===== src/hdl/i2cmbs_pkg.sv =====
// ----------------------------------------------------------------------------
// i2cmbs_pkg
// Types and constants for the I2C master bit sequencer.
// ----------------------------------------------------------------------------
`default_nettype none

package i2cmbs_pkg;

    localparam int BYTE_W  = 8;
    localparam int PHASE_W = 6;
    localparam int MODE_W  = 3;

    localparam logic [MODE_W-1:0] MODE_TICK  = 3'd0;
    localparam logic [MODE_W-1:0] MODE_START = 3'd1;
    localparam logic [MODE_W-1:0] MODE_STOP  = 3'd2;
    localparam logic [MODE_W-1:0] MODE_WRITE = 3'd3;
    localparam logic [MODE_W-1:0] MODE_READ  = 3'd4;
    localparam logic [MODE_W-1:0] MODE_WAIT  = 3'd5;

    // last phase of the start and write commands
    localparam logic [PHASE_W-1:0] START_LAST = 6'd3;
    localparam logic [PHASE_W-1:0] WRITE_LAST = 6'd31;

    typedef enum logic [5:0] {
        CMD_NONE  = 6'b000001,
        CMD_START = 6'b000010,
        CMD_STOP  = 6'b000100,
        CMD_WRITE = 6'b001000,
        CMD_READ  = 6'b010000,
        CMD_WAIT  = 6'b100000
    } cmd_t;

    typedef struct packed {
        logic              nack_seen;
        logic [BYTE_W-1:0] read_data;
        logic              busy_res;
        logic              sda_drive;
        logic              sda_out;
        logic              scl;
    } res_t;

endpackage

`default_nettype wire


===== src/hdl/i2c_master_bit_sequencer.sv =====
// ----------------------------------------------------------------------------
// i2c_master_bit_sequencer
// Bit-level I2C master pin sequencer: latches commands, steps one bus phase
// per tick item and reports the pin levels after each tick.
// ----------------------------------------------------------------------------
// A tick item's result is registered on the master side, via the skid register while the output stalls.
// Throughput: one item per cycle while the skid register is empty; the two-entry result buffer keeps input
// ready while one result waits.
// Commands give no result. Reset (async, rst_n low): no command, SCL and SDA
// high with SDA driven, result buffer empty.
`default_nettype none

module i2c_master_bit_sequencer
(
    input  wire logic        clk,
    input  wire logic        rst_n,
    input  wire logic        s_axis_tvalid,
    output      logic        s_axis_tready,
    input  wire logic [15:0] s_axis_tdata,  // wr_data[7:0], send_nack, sda_level, zeros
    input  wire logic [2:0]  s_axis_tuser,  // mode
    output      logic        m_axis_tvalid,
    input  wire logic        m_axis_tready,
    output      logic [15:0] m_axis_tdata,  // scl, sda_out, sda_drive, busy_res,
                                            // read_data[7:0], nack_seen, zeros
    output      logic        m_axis_tlast   // done_res
);

    localparam int BW = i2cmbs_pkg::BYTE_W;
    localparam int PW = i2cmbs_pkg::PHASE_W;
    localparam int RW = $bits(i2cmbs_pkg::res_t);

    i2cmbs_pkg::cmd_t cmd_reg, cmd_next;
    logic [PW-1:0]    phase_reg, phase_next;
    logic [BW-1:0]    shift_reg, shift_next;
    logic             nack_choice_reg, nack_choice_next;
    logic             scl_reg, scl_next;
    logic             sda_reg, sda_next;
    logic             sda_en_reg, sda_en_next;
    logic             ack_flag_reg, ack_flag_next;

    i2cmbs_pkg::res_t out_reg, skid_reg, res_new;
    logic             out_done_reg, skid_done_reg, done;
    logic             out_valid_reg, skid_valid_reg;

    logic [2:0]    mode;
    logic [BW-1:0] wr_data;
    logic          send_nack;
    logic          sda_level;
    logic          accept;
    logic          produce;
    logic [1:0]    bit_ph;
    logic [BW-1:0] rd;
    logic          nk;

    assign mode      = s_axis_tuser;
    assign wr_data   = s_axis_tdata[BW-1:0];
    assign send_nack = s_axis_tdata[BW];
    assign sda_level = s_axis_tdata[BW+1];

    assign s_axis_tready = !skid_valid_reg;
    assign accept        = s_axis_tvalid && s_axis_tready;
    assign produce       = accept && (mode == i2cmbs_pkg::MODE_TICK);
    assign bit_ph        = phase_reg[1:0];

    always_comb
    begin
        cmd_next         = cmd_reg;
        phase_next       = phase_reg;
        shift_next       = shift_reg;
        nack_choice_next = nack_choice_reg;
        scl_next         = scl_reg;
        sda_next         = sda_reg;
        sda_en_next      = sda_en_reg;
        ack_flag_next    = ack_flag_reg;
        done             = 1'b0;
        rd               = '0;
        nk               = 1'b0;

        if (accept && mode != i2cmbs_pkg::MODE_TICK)
        begin
            if (cmd_reg == i2cmbs_pkg::CMD_NONE)
            begin
                case (mode)
                    i2cmbs_pkg::MODE_START: cmd_next = i2cmbs_pkg::CMD_START;
                    i2cmbs_pkg::MODE_STOP:  cmd_next = i2cmbs_pkg::CMD_STOP;
                    i2cmbs_pkg::MODE_WRITE: cmd_next = i2cmbs_pkg::CMD_WRITE;
                    i2cmbs_pkg::MODE_READ:  cmd_next = i2cmbs_pkg::CMD_READ;
                    i2cmbs_pkg::MODE_WAIT:  cmd_next = i2cmbs_pkg::CMD_WAIT;
                    default:                cmd_next = i2cmbs_pkg::CMD_NONE;
                endcase
                if (mode inside {[i2cmbs_pkg::MODE_START : i2cmbs_pkg::MODE_WAIT]})
                begin
                    phase_next       = '0;
                    shift_next       = (mode == i2cmbs_pkg::MODE_WRITE) ? wr_data : '0;
                    nack_choice_next = send_nack;
                    if (mode == i2cmbs_pkg::MODE_WAIT)
                        ack_flag_next = 1'b0;
                end
            end
        end
        else if (produce)
        begin
            case (cmd_reg)
                i2cmbs_pkg::CMD_START:
                begin
                    case (phase_reg)
                        6'd0:
                        begin
                            sda_en_next = 1'b1;
                            scl_next    = 1'b1;
                        end
                        6'd1:    sda_next = 1'b1;
                        6'd2:    sda_next = 1'b0;
                        default:
                        begin
                            scl_next = 1'b0;
                            done     = 1'b1;
                        end
                    endcase
                end
                i2cmbs_pkg::CMD_STOP:
                begin
                    case (phase_reg)
                        6'd0:
                        begin
                            sda_en_next = 1'b1;
                            scl_next    = 1'b0;
                        end
                        6'd1:    sda_next = 1'b0;
                        6'd2:    scl_next = 1'b1;
                        default:
                        begin
                            sda_next = 1'b1;
                            done     = 1'b1;
                        end
                    endcase
                end
                i2cmbs_pkg::CMD_WRITE:
                begin
                    case (bit_ph)
                        2'd0:
                        begin
                            sda_en_next = 1'b1;
                            scl_next    = 1'b0;
                        end
                        2'd1:    sda_next = shift_reg[BW-1];
                        2'd2:    scl_next = 1'b1;
                        default: shift_next = {shift_reg[BW-2:0], 1'b0};
                    endcase
                    done = (phase_reg >= i2cmbs_pkg::WRITE_LAST);
                end
                i2cmbs_pkg::CMD_READ:
                begin
                    if (!phase_reg[PW-1])
                    begin
                        case (bit_ph)
                            2'd0:
                            begin
                                sda_en_next = 1'b0;
                                scl_next    = 1'b0;
                            end
                            2'd2:    scl_next   = 1'b1;
                            2'd3:    shift_next = {shift_reg[BW-2:0], sda_level};
                            default: ;
                        endcase
                    end
                    else
                    begin
                        case (phase_reg[PW-2:0])
                            5'd0:
                            begin
                                sda_en_next = 1'b1;
                                scl_next    = 1'b0;
                            end
                            5'd1: sda_next = nack_choice_reg;
                            5'd2: scl_next = 1'b1;
                            5'd3: ;
                            default:
                            begin
                                scl_next = 1'b0;
                                done     = 1'b1;
                                rd       = shift_reg;
                            end
                        endcase
                    end
                end
                i2cmbs_pkg::CMD_WAIT:
                begin
                    case (phase_reg)
                        6'd0: scl_next    = 1'b0;
                        6'd1: sda_next    = 1'b1;
                        6'd2: sda_en_next = 1'b0;
                        6'd3: scl_next    = 1'b1;
                        default:
                        begin
                            ack_flag_next = sda_level;
                            if (!sda_level)
                                scl_next = 1'b0;
                            done = 1'b1;
                            nk   = sda_level;
                        end
                    endcase
                end
                default: ;
            endcase

            if (cmd_reg != i2cmbs_pkg::CMD_NONE)
            begin
                if (done)
                begin
                    cmd_next   = i2cmbs_pkg::CMD_NONE;
                    phase_next = '0;
                end
                else
                begin
                    phase_next = phase_reg + 1'b1;
                end
            end
        end
    end

    always_comb
    begin
        res_new.scl       = scl_next;
        res_new.sda_out   = sda_next;
        res_new.sda_drive = sda_en_next;
        res_new.busy_res  = (cmd_next != i2cmbs_pkg::CMD_NONE);
        res_new.read_data = rd;
        res_new.nack_seen = nk;
    end

    always_ff @(posedge clk or negedge rst_n)
    begin
        if (!rst_n)
        begin
            cmd_reg         <= i2cmbs_pkg::CMD_NONE;
            phase_reg       <= '0;
            shift_reg       <= '0;
            nack_choice_reg <= 1'b0;
            scl_reg         <= 1'b1;
            sda_reg         <= 1'b1;
            sda_en_reg      <= 1'b1;
            ack_flag_reg    <= 1'b0;
        end
        else
        begin
            cmd_reg         <= cmd_next;
            phase_reg       <= phase_next;
            shift_reg       <= shift_next;
            nack_choice_reg <= nack_choice_next;
            scl_reg         <= scl_next;
            sda_reg         <= sda_next;
            sda_en_reg      <= sda_en_next;
            ack_flag_reg    <= ack_flag_next;
        end
    end

    // result register with skid stage
    always_ff @(posedge clk or negedge rst_n)
    begin
        if (!rst_n)
        begin
            out_valid_reg  <= 1'b0;
            skid_valid_reg <= 1'b0;
        end
        else if (!out_valid_reg || m_axis_tready)
        begin
            if (skid_valid_reg)
            begin
                out_valid_reg  <= 1'b1;
                skid_valid_reg <= 1'b0;
            end
            else
            begin
                out_valid_reg <= produce;
            end
        end
        else if (produce)
        begin
            skid_valid_reg <= 1'b1;
        end
    end

    always_ff @(posedge clk)
    begin
        if (!out_valid_reg || m_axis_tready)
        begin
            if (skid_valid_reg)
            begin
                out_reg      <= skid_reg;
                out_done_reg <= skid_done_reg;
            end
            else
            begin
                out_reg      <= res_new;
                out_done_reg <= done;
            end
        end
        else if (produce)
        begin
            skid_reg      <= res_new;
            skid_done_reg <= done;
        end
    end

    assign m_axis_tvalid = out_valid_reg;
    assign m_axis_tdata  = {{(16-RW){1'b0}}, out_reg};
    assign m_axis_tlast  = out_done_reg;

endmodule

`default_nettype wire


===== config.mk =====
export PLATFORM = sky130hd
export DESIGN_NAME = i2c_master_bit_sequencer
export DESIGN_NICKNAME = d
export VERILOG_FILES = /design/src/hdl/i2cmbs_pkg.sv /design/src/hdl/i2c_master_bit_sequencer.sv
export SDC_FILE = /design/constraint.sdc
export NUM_CORES = 1
export LEC_CHECK = 0
export BUFFER_PORTS_ARGS = -buffer_cell sky130_fd_sc_hd__buf_4
export CAP_MARGIN = 15
export CORE_MARGIN = 4
export CORE_UTILIZATION = 45
export DETAILED_ROUTE_END_ITERATION = 10
export GPL_ROUTABILITY_DRIVEN = 0
export PLACE_DENSITY = 0.71
export SYNTH_ARGS = -nofsm -noshare
export SYNTH_HDL_FRONTEND = slang
export SYNTH_SLANG_ARGS = --single-unit
export TNS_END_PERCENT = 20

===== constraint.sdc =====
create_clock -name clk -period 3 [get_ports clk]
set_input_delay 0.15 -clock clk [delete_from_list [all_inputs] [get_ports clk]]
set_output_delay 0.15 -clock clk [all_outputs]
set_load 0.05 [all_outputs]

# After elaboration in Yosys (flattened, before gate mapping)
# Index checks and enable logic that the tools add are counted.
[word_totals] register_bits=54 input_bits=23 output_inout_bits=19 wordCells=155
[classes] n_addsub=1 magnitude_cmp=3 n_eq_ne=27 muxes=72 bitwise_logic=1 reduce_logical=28
[op_table] op="8-bit two-way mux" n=13
[op_table] op="6-bit two-way mux" n=11
[op_table] op="1-bit two-way mux" n=34
[op_table] op="6-bit one-hot mux with 5 select lines" n=1
[op_table] op="6-bit by 2-bit == test with 1-bit output, second input constant" n=3
[op_table] op="8-bit one-hot mux with 2 select lines" n=1
[op_table] op="13-bit two-way mux" n=1
[op_table] op="6-bit by 1-bit == test with 1-bit output, second input constant" n=2
[op_table] op="6-bit by 1-bit != test with 1-bit output, second input constant" n=2
[op_table] op="1-bit one-hot mux with 2 select lines" n=6
[op_table] op="5-bit by 2-bit == test with 1-bit output, second input constant" n=2
[op_table] op="1-bit one-hot mux with 5 select lines" n=2
[op_table] op="1-bit one-hot mux with 4 select lines" n=2
[op_table] op="2-bit OR reduction" n=4
[op_table] op="4-bit OR reduction" n=2
[op_table] op="7-bit AND reduction" n=1
[op_table] op="6-bit by 1-bit adder with 6-bit output, second input constant" n=1
[op_table] op="3-bit by 2-bit == test with 1-bit output, second input constant" n=2
[op_table] op="3-bit == test, second input constant" n=2
[op_table] op="6-bit by 3-bit == test with 1-bit output, second input constant" n=1
[op_table] op="6-bit by 4-bit == test with 1-bit output, second input constant" n=1
[op_table] op="6-bit by 5-bit == test with 1-bit output, second input constant" n=1
[op_table] op="6-bit == test, second input constant" n=1
[op_table] op="6-bit by 5-bit >= comparator with 1-bit output, second input constant" n=1
[op_table] op="other kinds (24)" n=35

# Logic depth before layout (Yosys ltp)
# Gate-level depths: netlist (run 1).
[depth] depth_word=13 ltp_mapped=8

# Least setup slack after synthesis (run 1)
# No wires, ideal clock.
[synth_path] path_kind="register to register" start="register out_valid_reg (netlist: m_axis_tvalid)" end="register skid_done_reg, enable pin" t_arrival_ns=1.788 required_ns=2.615 setup_slack_ns=0.828 path_stages_with_launch=3 n_path_buf=0 period_less_slack_ns=2.172 path_cell_list="dfrtp_1 > nand2b_1 > nor2_1"
[synth_between] elab_chain_len=4
[synth_rtl] item="from (decl)" line_no="i2c_master_bit_sequencer.sv:43" source="logic out_valid_reg, skid_valid_reg;"
[synth_rtl] item="from (signal assigned)" line_no="i2c_master_bit_sequencer.sv:275" source="out_valid_reg <= produce;"
[synth_rtl] item="1-bit zero test" line_no="i2c_master_bit_sequencer.sv:286" source="if (!out_valid_reg || m_axis_tready)"
[synth_rtl] item="1-bit logical OR" line_no="i2c_master_bit_sequencer.sv:286"
[synth_rtl] item="1-bit NOT (no source line)"
[synth_rtl] item="2-bit AND reduction (no source line)"
[synth_rtl] item="to (signal assigned)" line_no="i2c_master_bit_sequencer.sv:302" source="skid_done_reg <= done;"
[synth_rtl] item="to (decl)" line_no="i2c_master_bit_sequencer.sv:42" source="logic out_done_reg, skid_done_reg, done;"
# No other way between the ends.
# A chain may end at the register's enable or synchronous reset.

# Final worst setup path (run 1)
[layout_path] start="register phase_reg[0]" end="register out_reg (netlist bit m_axis_tdata[3]) (data pin)"
[layout_between] elab_chain_len=13
[layout_rtl] item="from (decl)" line_no="i2c_master_bit_sequencer.sv:33" source="logic [PW-1:0] phase_reg, phase_next;"
[layout_rtl] item="from (signal assigned)" line_no="i2c_master_bit_sequencer.sv:248" source="phase_reg <= phase_next;"
[layout_rtl] item="5-bit by 2-bit == test with 1-bit output, or another cell as far along" line_no="i2c_master_bit_sequencer.sv:169" source="case (phase_reg[PW-2:0])"
[layout_rtl] item="4-bit OR reduction (no source line)"
[layout_rtl] item="1-bit two-way mux" line_no="i2c_master_bit_sequencer.sv:169"
[layout_rtl] item="1-bit two-way mux" line_no="i2c_master_bit_sequencer.sv:154" source="if (!phase_reg[PW-1])"
[layout_rtl] item="1-bit one-hot mux with 4 select lines *" line_no="i2c_master_bit_sequencer.sv:103" source="case (cmd_reg)"
[layout_rtl] item="1-bit two-way mux *" line_no="i2c_master_bit_sequencer.sv:101" source="else if (produce)"
[layout_rtl] item="1-bit two-way mux *" line_no="i2c_master_bit_sequencer.sv:79" source="if (accept && mode != i2cmbs_pkg::MODE_TICK)"
[layout_rtl] item="6-bit two-way mux *" line_no="i2c_master_bit_sequencer.sv:209" source="if (done)"
[layout_rtl] item="6-bit two-way mux *" line_no="i2c_master_bit_sequencer.sv:207" source="if (cmd_reg != i2cmbs_pkg::CMD_NONE)"
[layout_rtl] item="6-bit two-way mux *" line_no="i2c_master_bit_sequencer.sv:101"
[layout_rtl] item="6-bit two-way mux *" line_no="i2c_master_bit_sequencer.sv:79"
[layout_rtl] item="6-bit by 1-bit != test with 1-bit output *" line_no="i2c_master_bit_sequencer.sv:227" source="res_new.busy_res = (cmd_next != i2cmbs_pkg::CMD_NONE);"
[layout_rtl] item="13-bit two-way mux *" line_no="i2c_master_bit_sequencer.sv:288" source="if (skid_valid_reg)"
[layout_rtl] item="to (signal assigned)" line_no="i2c_master_bit_sequencer.sv:290" source="out_reg <= skid_reg;"
[layout_rtl] item="to (signal assigned)" line_no="i2c_master_bit_sequencer.sv:295" source="out_reg <= res_new;"
[layout_rtl] item="to (decl)" line_no="i2c_master_bit_sequencer.sv:41" source="i2cmbs_pkg::res_t out_reg, skid_reg, res_new;"
# Every way passes the cells marked *; elsewhere a longest branch is shown, timed or not. The select of a mux whose other input is x is not followed.

==> results.txt, run 1 <==
worst rel slew slack - 45.2%
Hold Path Cell Cnt - 2
Synth Area per Inst - 11.3 um^2
Max-Cap Viols - 0
final setup violation count - 0
area of the multi-input gates - 1500 um^2
Setup TNS Final - 0 ps
Netlist cell types - 73
Detailed Route WL - 6590 um
PwrDens - 439 nW/um^2
# fillers - 609
Critical Path RT - 3040 ps
Synth top area share - 26.7%
CTS tree - built
drt first pass iters - 4
Post-synth EDFFs - 28
vias in the first global route - 2203
first-pass GRT wire length - 11100 um
r2r worst-path depth - 6
Tightest Pin Transition - 821 ps
IO buf count - 32
Initial Utilization - 46.4%
number of core rows - 30
Critical Path Source - phase_reg[0]
crit-path max FO - 10
register area share after synthesis - 47.4%
Post-layout nets - 334
most frequent cells after synthesis - edfxtp_1, dfrtp_1, nor2_1
register area - 1500 um^2
DRC - 0
crit path DAT - 2450 ps
Setup Skew - 15.5 ps
register bit count reported by yosys - 54
outcome - finished clean
Critical Path End Type - flip-flop
antenna violations before repair - 0
count leader, synth - edfxtp_1
Slew Limit Fails - 0
DIE AREA - 8410 um^2
Total GRT Usage - 16.3%
Post-Syn Area - 3150 um^2
Fmax - 416 MHz
Antenna diodes - 0
period utilization - 80.0%
Synthesis Warnings - 0
top area cells in the synthesized netlist - edfxtp_1, dfrtp_1, mux2_4
share of cells above drive strength 1 - 26.6%
minimum clock period - 2400 ps
VDD IR max - 0.233 mV
Worst-Skew Late Latency - 310 ps
boundary pin count - 42
worst r2r src - phase_reg[0]
die width - 91.7 um
RSZ-0062 raised after global routing - no
post-CTS sizing - 0
H-Tree Level Count - 2
LEAKAGE - 1.53 nW
FF-to-FF setup slack - 600 ps
Setup crit end - m_axis_tdata[3]
Vias/cell - 5.67
antenna viol nets, final - 0
area leader, netlist - edfxtp_1
Core Area - 6790 um^2
DP HPWL - 4750 um
wire length per cell - 16.3 um
vias - 2289
Hold Path Class - in2reg
Synth async-reset ratio - 48.1%
cts bufs inserted - 5
CTS max path bufs - 2
Area Overhead vs Synth - 12.3%
Post-DP Area - 3430 um^2
Synth Flop Type - edfxtp_1
CTS Sinks - 54
Overflow after GRT - 0
Final Hold Viols - 0
die height - 91.7 um
Finished Cell Area - 3540 um^2
largest net degree at the start of global routing - 27
clk slew on worst S/H paths - 110 ps
crit path launch type - flip-flop
CTS Root Cell - clkbuf_8
DRT iter0 DRCs - 142
critical path type - reg2reg
reg2reg end - m_axis_tdata[3]
Mapped Cells - 279
## per-layer routing
metal | track usage, % | share of wire, % | vias to the layer above
met5 | 0 | 0 | -
li1 | - | - | 1111
met2 | 25.6 | 47 | 56
met1 | 23.2 | 47 | 1116
met4 | 3.84 | 1.3 | 0
met3 | 3.20 | 4.3 | 6
## worst min path at each step
stage	start	endpoint
floorplan	rst_n	cmd_reg[1]
global placement	rst_n	phase_reg[4]
detailed placement	rst_n	phase_reg[3]
CTS	s_axis_tdata[8]	nack_choice_reg
global route	s_axis_tdata[8]	nack_choice_reg
finish	s_axis_tdata[8]	nack_choice_reg
## critical path, cell delays in order (launching register included)
cell	delay (ps)
dfrtp_1	480
inv_1	100
ha_1	280
nor4_1	590
o211ai_4	160
a31oi_4	360
o311ai_1	160
## timing repair
item / CTS / global route
endpoints found under the hold margin: 22 / 0
hold buffers: 1 / 0
endpoints found under the setup margin: 0 / 0
buffers inserted: 0 / 0
## cell families after synthesis
family,after synthesis,synth area share (%)
other,1,0.119
muxes,12,5.16
adders and majority gates,4,1.59
DFF,54,47.4
and+or+nand+nor,95,18.8
xor gates and xnor gates,2,0.555
buffers and inverters,32,5.39
AOI/OAI and AO/OA,79,20.9
## cell usage in the layout (no fill, tap or decap), types with 3 or more instances in the layout
cell      netlist  final
nor3_1          6      6
clkbuf_8        0      5
nand2_1        18     18
a22o_1          7      7
ha_1            4      4
dfstp_2         4      4
nand3_1         8      8
mux2_4          8      8
inv_1          14     14
nand4_1         3      3
nand3b_1        3      3
o21a_1          3      3
nor2_1         20     20
a31oi_1         8      8
o21ai_0         7      7
dfrtp_1        22     22
conb_1          1      3
a21oi_1         8      8
and3_1          3      3
o22ai_1         6      6
buf_4           4     36
nand2b_1        3      3
a21o_1         11     11
edfxtp_1       28     28
and2_1          8      8
## stage by stage
stage,setup slack [ps],instances,total power [W],hold WS [ps],util [%]
3_5_place_dp,607,395,0.00114,88.7,50.6
3_3_place_gp,659,395,0.00113,85.7,50.6
6_report,599,404,0.00155,90.9,52.1
2_1_floorplan,828,281,0.00107,-146,-
4_1_cts,567,404,0.00157,86.9,52.1
5_1_grt,373,404,0.00164,89.6,52.1
## area by class of cell
| class | count | area share, % |
|---|---|---|
| clock buffers | 5 | 1.94 |
| well taps | 96 | 3.39 |
| repair buffers | 37 | 7.91 |
| clock inverters | 3 | 0.812 |
| multi-input cells | 195 | 42.2 |
| flip-flops and latches | 54 | 42.2 |
| inverters | 14 | 1.48 |
## report_power, final
part | switching [W] | total (W) | leakage, nW | internal [W]
combinational | 0.000190 | 0.000284 | 0.815 | 0.0000933
sequential | 0.0000383 | 0.000840 | 0.668 | 0.000801
clock | 0.000257 | 0.000431 | 0.0502 | 0.000174
Note: power is estimated with default switching activity, not from simulation.
==> inputs of run 2 (changes only) <==
--- a/config.mk
+++ b/config.mk
@@ -11,7 +11,7 @@
 export CORE_UTILIZATION = 45
 export DETAILED_ROUTE_END_ITERATION = 10
 export GPL_ROUTABILITY_DRIVEN = 0
-export PLACE_DENSITY = 0.71
+export PLACE_DENSITY = 0.73
 export SYNTH_ARGS = -nofsm -noshare
 export SYNTH_HDL_FRONTEND = slang
 export SYNTH_SLANG_ARGS = --single-unit
==> constraint.sdc (replaced) <==
create_clock -name clk -period 2 [get_ports clk]
set_input_delay 0.1 -clock clk [delete_from_list [all_inputs] [get_ports clk]]
set_output_delay 0.1 -clock clk [all_outputs]
set_load 0.05 [all_outputs]
==> run 2 against run 1 <==
The flow now finishes with violations (setup timing). Non-clock buffer count up 56. Largest power group unchanged. Setup slack worse by 720 ps. Clock-buffer cell count unchanged. Sequential share of layout area down 6.6 points. Routed wire length up 18%.
==> results.txt, run 2 (synthesized netlist as in run 1, its figures left out) <==
critical path type - reg2reg (unchanged)
worst hold margin - 21.3 ps (was 90.9 ps)
Overflow after GRT - 0 (unchanged)
Util after Layout - 62.1% (was 52.1%)
Post-DP Area - 3850 um^2 (was 3430 um^2)
fin cells - 460 (was 404)
antenna viol nets, final - 0 (unchanged)
crit-path max FO - 4 (was 10)
Vias/cell - 5.59 (was 5.67)
number of core rows - 30 (unchanged)
Total GRT Usage - 18.6% (was 16.3%)
Antenna diodes - 0 (unchanged)
Core Area - 6790 um^2 (unchanged)
Worst path top cell family by delay - compound AO/OA/AOI/OAI gates (unchanged)
DP Cell Count - 445 (was 395)
wire length per cell - 16.9 um (was 16.3 um)
PnR worst setup slack - -123 ps (was 599 ps)
Hold Path Cell Cnt - 2 (unchanged)
cts bufs inserted - 5 (unchanged)
minimum clock period - 2120 ps (was 2400 ps)
Levels on crit path - 5 (was 6)
Max-Cap Viols - 0 (unchanged)
r2r worst-path depth - 5 (was 6)
Initial Utilization - 46.4% (unchanged)
failing checks - setup timing
DP HPWL - 5650 um (was 4750 um)
Critical Path End Type - flip-flop (unchanged)
die width - 91.7 um (unchanged)
Power, Total - 0.00270 W (was 0.00155 W)
CTS Root Cell - clkbuf_8 (unchanged)
antenna violations before repair - 0 (unchanged)
slowest CP cell - or4_4 (was nor4_1)
H-Tree Level Count - 2 (unchanged)
largest net degree at the start of global routing - 27 (unchanged)
LEAKAGE - 1.86 nW (was 1.53 nW)
die height - 91.7 um (unchanged)
Area Overhead vs Synth - 33.7% (was 12.3%)
DIE AREA - 8410 um^2 (unchanged)
final setup violation count - 21 (was 0)
period utilization - 106% (was 80.0%)
outcome - finished, violations left (was finished clean)
crit path DAT - 2190 ps (was 2450 ps)
Finished Cell Area - 4220 um^2 (was 3540 um^2)
PwrDens - 641 nW/um^2 (was 439 nW/um^2)
Final Hold Viols - 0 (unchanged)
Fmax - 471 MHz (was 416 MHz)
Critical Path RT - 2060 ps (was 3040 ps)
CP Cell Sequence - or4_4, a2111oi_4, nor3_2, a2111oi_4, o31ai_1 (was inv_1, ha_1, nor4_1, o211ai_4, a31oi_4, o311ai_1)
RSZ-0062 raised after global routing - yes (was no)
most frequent cells in the layout - buf_4, edfxtp_1, nand2_1, dfrtp_1, nor2_1 (was buf_4, edfxtp_1, dfrtp_1)
worst rel slew slack - 63.9% (was 45.2%)
Tightest Pin Transition - 542 ps (was 821 ps)
crit path launch type - flip-flop (unchanged)
first-pass GRT wire length - 12600 um (was 11100 um)
IO buf count - 32 (unchanged)
drt first pass iters - 4 (unchanged)
Hold Path Class - in2reg (unchanged)
CTS Sinks - 54 (unchanged)
DRC - 0 (unchanged)
CTS max path bufs - 2 (unchanged)
most common cell after layout, fill and taps aside - buf_4 (unchanged)
Post-layout nets - 390 (was 334)
CP bufs+invs - 0 (was 1)
VDD IR max - 0.454 mV (was 0.233 mV)
CTS tree - built (unchanged)
Setup Skew - 4.79 ps (was 15.5 ps)
Slowest Stage Delay on Critical Path - 590 ps (about the same)
Worst-Skew Late Latency - 310 ps (about the same)
share of cells above drive strength 1 - 47.8% (was 26.6%)
DRT iter0 DRCs - 123 (was 142)
vias in the first global route - 2631 (was 2203)
vias - 2572 (was 2289)
CP most frequent cell - a2111oi_4
Detailed Route WL - 7760 um (was 6590 um)
boundary pin count - 42 (unchanged)
Slew Limit Fails - 0 (unchanged)
clk slew on worst S/H paths - 100 ps (was 110 ps)
==> run 2: cell types whose count changed in the layout (fill, tap and decap cells not counted), moves of 4 or more <==
| cell | change |
|---|---|
| buf_4 | +49 |
| nor3_1 | -5 |
| buf_6 | +4 |
| dfrtp_1 | -4 |
| dfrtp_2 | +4 |
| ha_1 | -4 |
| ha_2 | +4 |
| nor3_2 | +4 |
==> run 2: what timing repair did <==
| item | in CTS | in global routing |
|---|---|---|
| hold buffers | 1 | 0 |
| buffers inserted | 4 | 2 |
| endpoints found under the hold margin | 26 | 0 |
| gates resized for setup | 16 | 30 |
| endpoints found under the setup margin | 48 | 52 |
| pin swaps | 10 | 12 |
==> run 2: area by class of cell <==
type | instances | area, um^2
fillers | 528 | 2580
multi-input cells | 195 | 1670
flip-flops and latches | 54 | 1500
repair buffers | 93 | 753
well taps | 96 | 120
clock buffers | 5 | 68.8
inverters | 14 | 52.6
clock inverters | 3 | 48.8
==> run 2: stage by stage <==
stage / setup slack, ps / setup TNS (ps)
finish: -123 / -943
floorplan: -165 / -1730
detailed placement: -223 / -5450
CTS: -85.4 / -1400
global placement: -77.5 / -1380
global route: -182 / -2830
==> run 2: worst paths after layout <==
check / endpoint / from / slack [ps]
min in group asynchronous: phase_reg[5] / rst_n / 210
max reg2reg: m_axis_tdata[1] / phase_reg[2] / -120
max: m_axis_tdata[1] / phase_reg[2] / -120
min reg2reg: m_axis_tdata[2] / skid_reg[2] / 540
max in group asynchronous: cmd_reg[0] / rst_n / 1490
min: nack_choice_reg / s_axis_tdata[8] / 20
==> run 2: power by group <==
group / internal (W) / switching [W] / total [W]
Clock: 0.000382 / 0.000384 / 0.000765
Sequential: 0.00120 / 0.0000297 / 0.00123
Combinational: 0.000306 / 0.000402 / 0.000708
Total: 0.00189 / 0.000816 / 0.00270
==> run 2: routing by layer <==
metal,wire (um),track usage [%],up-vias,share of wire (%)
met4,157,6.56,0,2.0
met5,0,0,-,0
met3,376,3.36,15,4.8
li1,-,-,1218,-
met2,4010,32.4,76,52
met1,3220,23.1,1263,42
==> run 2: worst register-to-register path, stage by stage, from the launching register on <==
cell	delay, ps
dfrtp_1	390
or4_4	590
a2111oi_4	350
nor3_2	100
a2111oi_4	310
o31ai_1	120
==> inputs of run 3 (changes only) <==
--- a/config.mk
+++ b/config.mk
@@ -5,13 +5,15 @@
 export SDC_FILE = /design/constraint.sdc
 export NUM_CORES = 1
 export LEC_CHECK = 0
+export ABC_AREA = 1
 export BUFFER_PORTS_ARGS = -buffer_cell sky130_fd_sc_hd__buf_4
 export CAP_MARGIN = 15
 export CORE_MARGIN = 4
 export CORE_UTILIZATION = 45
 export DETAILED_ROUTE_END_ITERATION = 10
 export GPL_ROUTABILITY_DRIVEN = 0
-export PLACE_DENSITY = 0.73
+export GPL_TIMING_DRIVEN = 0
+export PLACE_DENSITY = 0.71
 export SYNTH_ARGS = -nofsm -noshare
 export SYNTH_HDL_FRONTEND = slang
 export SYNTH_SLANG_ARGS = --single-unit
==> constraint.sdc (replaced) <==
create_clock -name clk -period 2.3 [get_ports clk]
set_input_delay 0.115 -clock clk [delete_from_list [all_inputs] [get_ports clk]]
set_output_delay 0.115 -clock clk [all_outputs]
set_load 0.05 [all_outputs]
==> run 3 against run 2 <==
The flow now finishes without violations. Sequential power shrank 7%. Flip-flop and latch count unchanged. Hold slack better by 13 ps. Sequential share of layout area up 6.3 points. Critical endpoint is now m_axis_tdata[3]. Highest routed layer unchanged.
==> results.txt, run 3 <==
first-pass GRT wire length - 11100 um (was 12600 um)
Max-Cap Viols - 0 (unchanged)
share of cells above drive strength 1 - 30.5% (was 47.8%)
vias - 2410 (was 2572)
area leader, netlist - edfxtp_1 (unchanged)
vias in the first global route - 2321 (was 2631)
wire length per cell - 14.2 um (was 16.9 um)
Initial Utilization - 46.1% (was 46.4%)
PwrDens - 629 nW/um^2 (was 641 nW/um^2)
CTS max path bufs - 2 (unchanged)
die width - 91.2 um (was 91.7 um)
Area Overhead vs Synth - 14.7% (was 33.7%)
worst rel slew slack - 54.3% (was 63.9%)
Setup Skew - 5.00 ps (was 4.79 ps)
Post-DP Area - 3460 um^2 (was 3850 um^2)
largest net degree at the start of global routing - 27 (unchanged)
hold_sp - s_axis_tdata[8] (unchanged)
count leader, synth - nand2_1 (was edfxtp_1)
Fmax - 470 MHz (was 471 MHz)
antenna violations before repair - 0 (unchanged)
Post-Syn Area - 3120 um^2 (was 3150 um^2)
xor/xnor share of the synthesized area - 0% (was 0.555%)
register area - 1500 um^2 (about the same)
register area share after synthesis - 48.0% (was 47.4%)
Antenna diodes - 0 (unchanged)
Synth Area in Simple Gates - 29.0% (was 18.8%)
WHS Endpoint - nack_choice_reg (unchanged)
Slew Limit Fails - 0 (unchanged)
Hold Path Cell Cnt - 2 (unchanged)
outcome - finished clean (was finished, violations left)
reg2reg end - m_axis_tdata[3] (was m_axis_tdata[1])
number of core rows - 30 (unchanged)
Worst path top cell family by delay - simple AND/OR/NAND/NOR gates (was compound AO/OA/AOI/OAI gates)
Post-synth EDFFs - 28 (unchanged)
Detailed Route WL - 6580 um (was 7760 um)
Vias/cell - 5.19 (was 5.59)
Total GRT Usage - 16.4% (was 18.6%)
most common cell after layout, fill and taps aside - nand2_1 (was buf_4)
Synth Area in Compound Gates - 13.3% (was 20.9%)
crit-path max FO - 6 (was 4)
CTS Root Cell - clkbuf_8 (unchanged)
RSZ-0062 raised after global routing - no (was yes)
most frequent cells after synthesis - nand2_1, inv_1, edfxtp_1 (was edfxtp_1, dfrtp_1, nor2_1)
Final Hold Viols - 0 (unchanged)
Hold Path Class - in2reg (unchanged)
CP bufs+invs - 0 (unchanged)
Synth Area per Inst - 9.14 um^2 (was 11.3 um^2)
VDD IR max - 0.278 mV (was 0.454 mV)
drt first pass iters - 5 (was 4)
crit path DAT - 2210 ps (was 2190 ps)
die height - 91.2 um (was 91.7 um)
Post-layout nets - 410 (was 390)
LEAKAGE - 1.64 nW (was 1.86 nW)
crit path launch type - flip-flop (unchanged)
final setup violation count - 0 (was 21)
DRC - 0 (unchanged)
cts bufs inserted - 5 (unchanged)
Mapped Cells - 341 (was 279)
area of the multi-input gates - 1390 um^2 (was 1670 um^2)
CTS Sinks - 54 (unchanged)
top area cells in the synthesized netlist - edfxtp_1, dfrtp_1, nand2_1 (was edfxtp_1, dfrtp_1, mux2_4)
Critical Path RT - 2380 ps (was 2060 ps)
Synthesis Warnings - 0 (unchanged)
period utilization - 92.5% (was 106%)
multiplexer share of the synthesized area - 0.361% (was 5.16%)
antenna viol nets, final - 0 (unchanged)
DP HPWL - 5170 um (was 5650 um)
boundary pin count - 42 (unchanged)
most frequent cells in the layout - nand2_1, buf_4, inv_1 (was buf_4, edfxtp_1, nand2_1, dfrtp_1, nor2_1)
r2r worst-path depth - 10 (was 5)
CP Cell Sequence - ha_1, nand4_1, a21oi_1, a21oi_4, nand2_4, nand2_1, o31ai_1, nand3_2, nand2_1, nand2_1 (was or4_4, a2111oi_4, nor3_2, a2111oi_4, o31ai_1)
IO buf count - 32 (unchanged)
Slowest Stage Delay on Critical Path - 460 ps (was 590 ps)
critical path type - reg2reg (unchanged)
worst hold margin - 34.1 ps (was 21.3 ps)
Worst-Skew Late Latency - 310 ps (about the same)
clk slew on worst S/H paths - 100 ps (about the same)
DIE AREA - 8320 um^2 (was 8410 um^2)
Synth top area share - 27.0% (was 26.7%)
CTS tree - built (unchanged)
DRT iter0 DRCs - 190 (was 123)
Netlist cell types - 42 (was 73)
largest family of logic cells by synthesized area - simple AND/OR/NAND/NOR gates (was compound AO/OA/AOI/OAI gates)
Overflow after GRT - 0 (unchanged)
worst r2r src - phase_reg[0] (was phase_reg[2])
register bit count reported by yosys - 54 (unchanged)
Finished Cell Area - 3570 um^2 (was 4220 um^2)
Core Area - 6760 um^2 (was 6790 um^2)
CP most frequent cell - nand2_1 (was a2111oi_4)
slowest CP cell - dfrtp_1 (was or4_4)
Critical Path End Type - flip-flop (unchanged)
Synth Flop Type - edfxtp_1 (unchanged)
H-Tree Level Count - 2 (unchanged)
# fillers - 608 (was 528)
FF-to-FF setup slack - 170 ps (was -120 ps)
Tightest Pin Transition - 684 ps (was 542 ps)
Synth async-reset ratio - 48.1% (unchanged)
minimum clock period - 2130 ps (was 2120 ps)
Synth Area in Adders - 1.61% (was 1.59%)
==> run 3: changes by cell type in the layout (fill, tap and decap cells not counted), moves of 13 or more <==
cell	delta
buf_4	-50
inv_1	+17
inv_2	+13
nand2_1	+48
nand3_1	+16
o21ai_0	+14
==> run 3: layout make-up <==
class,count,share of cell area (%)
flip-flops and latches,54,41.9
plain buffers,7,1.54
repair buffers,33,7.00
inverters,46,5.04
well taps,80,2.80
clock inverters,3,0.805
multi-input cells,236,39.0
clock buffers,5,1.93
==> run 3: cell families (layout without fill, tap and decap cells) <==
family | after synthesis | count (layout)
compound gates | 66 | 66
fa+ha+maj | 4 | 4
buf+inv | 53 | 94
flops | 54 | 54
mux | 1 | 1
other cells | 1 | 3
simple gates | 162 | 162
==> run 3: how the worst max path moves through the flow <==
stage	start	end	slack (ps)	cells after the start
floorplan	m_axis_tvalid	skid_done_reg	130	2
global placement	skid_valid_reg	skid_reg[9]	-50	5
detailed placement	skid_valid_reg	skid_reg[0]	-40	5
CTS	phase_reg[0]	m_axis_tdata[3]	200	12
global route	phase_reg[0]	m_axis_tdata[3]	50	12
finish	phase_reg[0]	m_axis_tdata[3]	170	10
==> run 3: worst reg2reg max path, cell delays in order, from the launching register on <==
cell and delay [ps]:
dfrtp_1 460, ha_1 320, nand4_1 200, a21oi_1 270, a21oi_4 70, nand2_4 110, nand2_1 100, o31ai_1 100
nand3_2 160, nand2_1 90, nand2_1 40
==> run 3: per-stage QoR <==
stage          cells  setup slack (ps)  TNS (ps)  power [W]  utilization, %
2_1_floorplan    343               130         0    0.00156               -
3_3_place_gp     455             -50.8      -708    0.00168            51.3
3_5_place_dp     455             -35.6      -495    0.00169            51.3
4_1_cts          464               204         0    0.00225            52.9
5_1_grt          464              46.6         0    0.00236            52.9
6_report         464               174         0    0.00225            52.9
==> run 3: what timing repair did <==
| action | 4_1_cts | 5_1_grt |
|---|---|---|
| setup endpoints to repair | 14 | 0 |
| hold buffers | 1 | 0 |
| resized for setup | 1 | 0 |
| hold endpoints to repair | 23 | 0 |
| setup buffers | 0 | 0 |
==> run 3: per-layer routing <==
layer	GRT usage [%]	wire length (um)
met4	4.65	107
met2	26.4	3110
met3	2.57	208
met5	0	0
met1	22.8	3160
==> run 3: report_power, final <==
part / leakage, nW / total (W) / switching [W] / internal, W
registers: 0.614 / 0.00115 / 0.0000643 / 0.00109
clock network: 0.0506 / 0.000564 / 0.000335 / 0.000228
logic: 0.980 / 0.000529 / 0.000355 / 0.000174
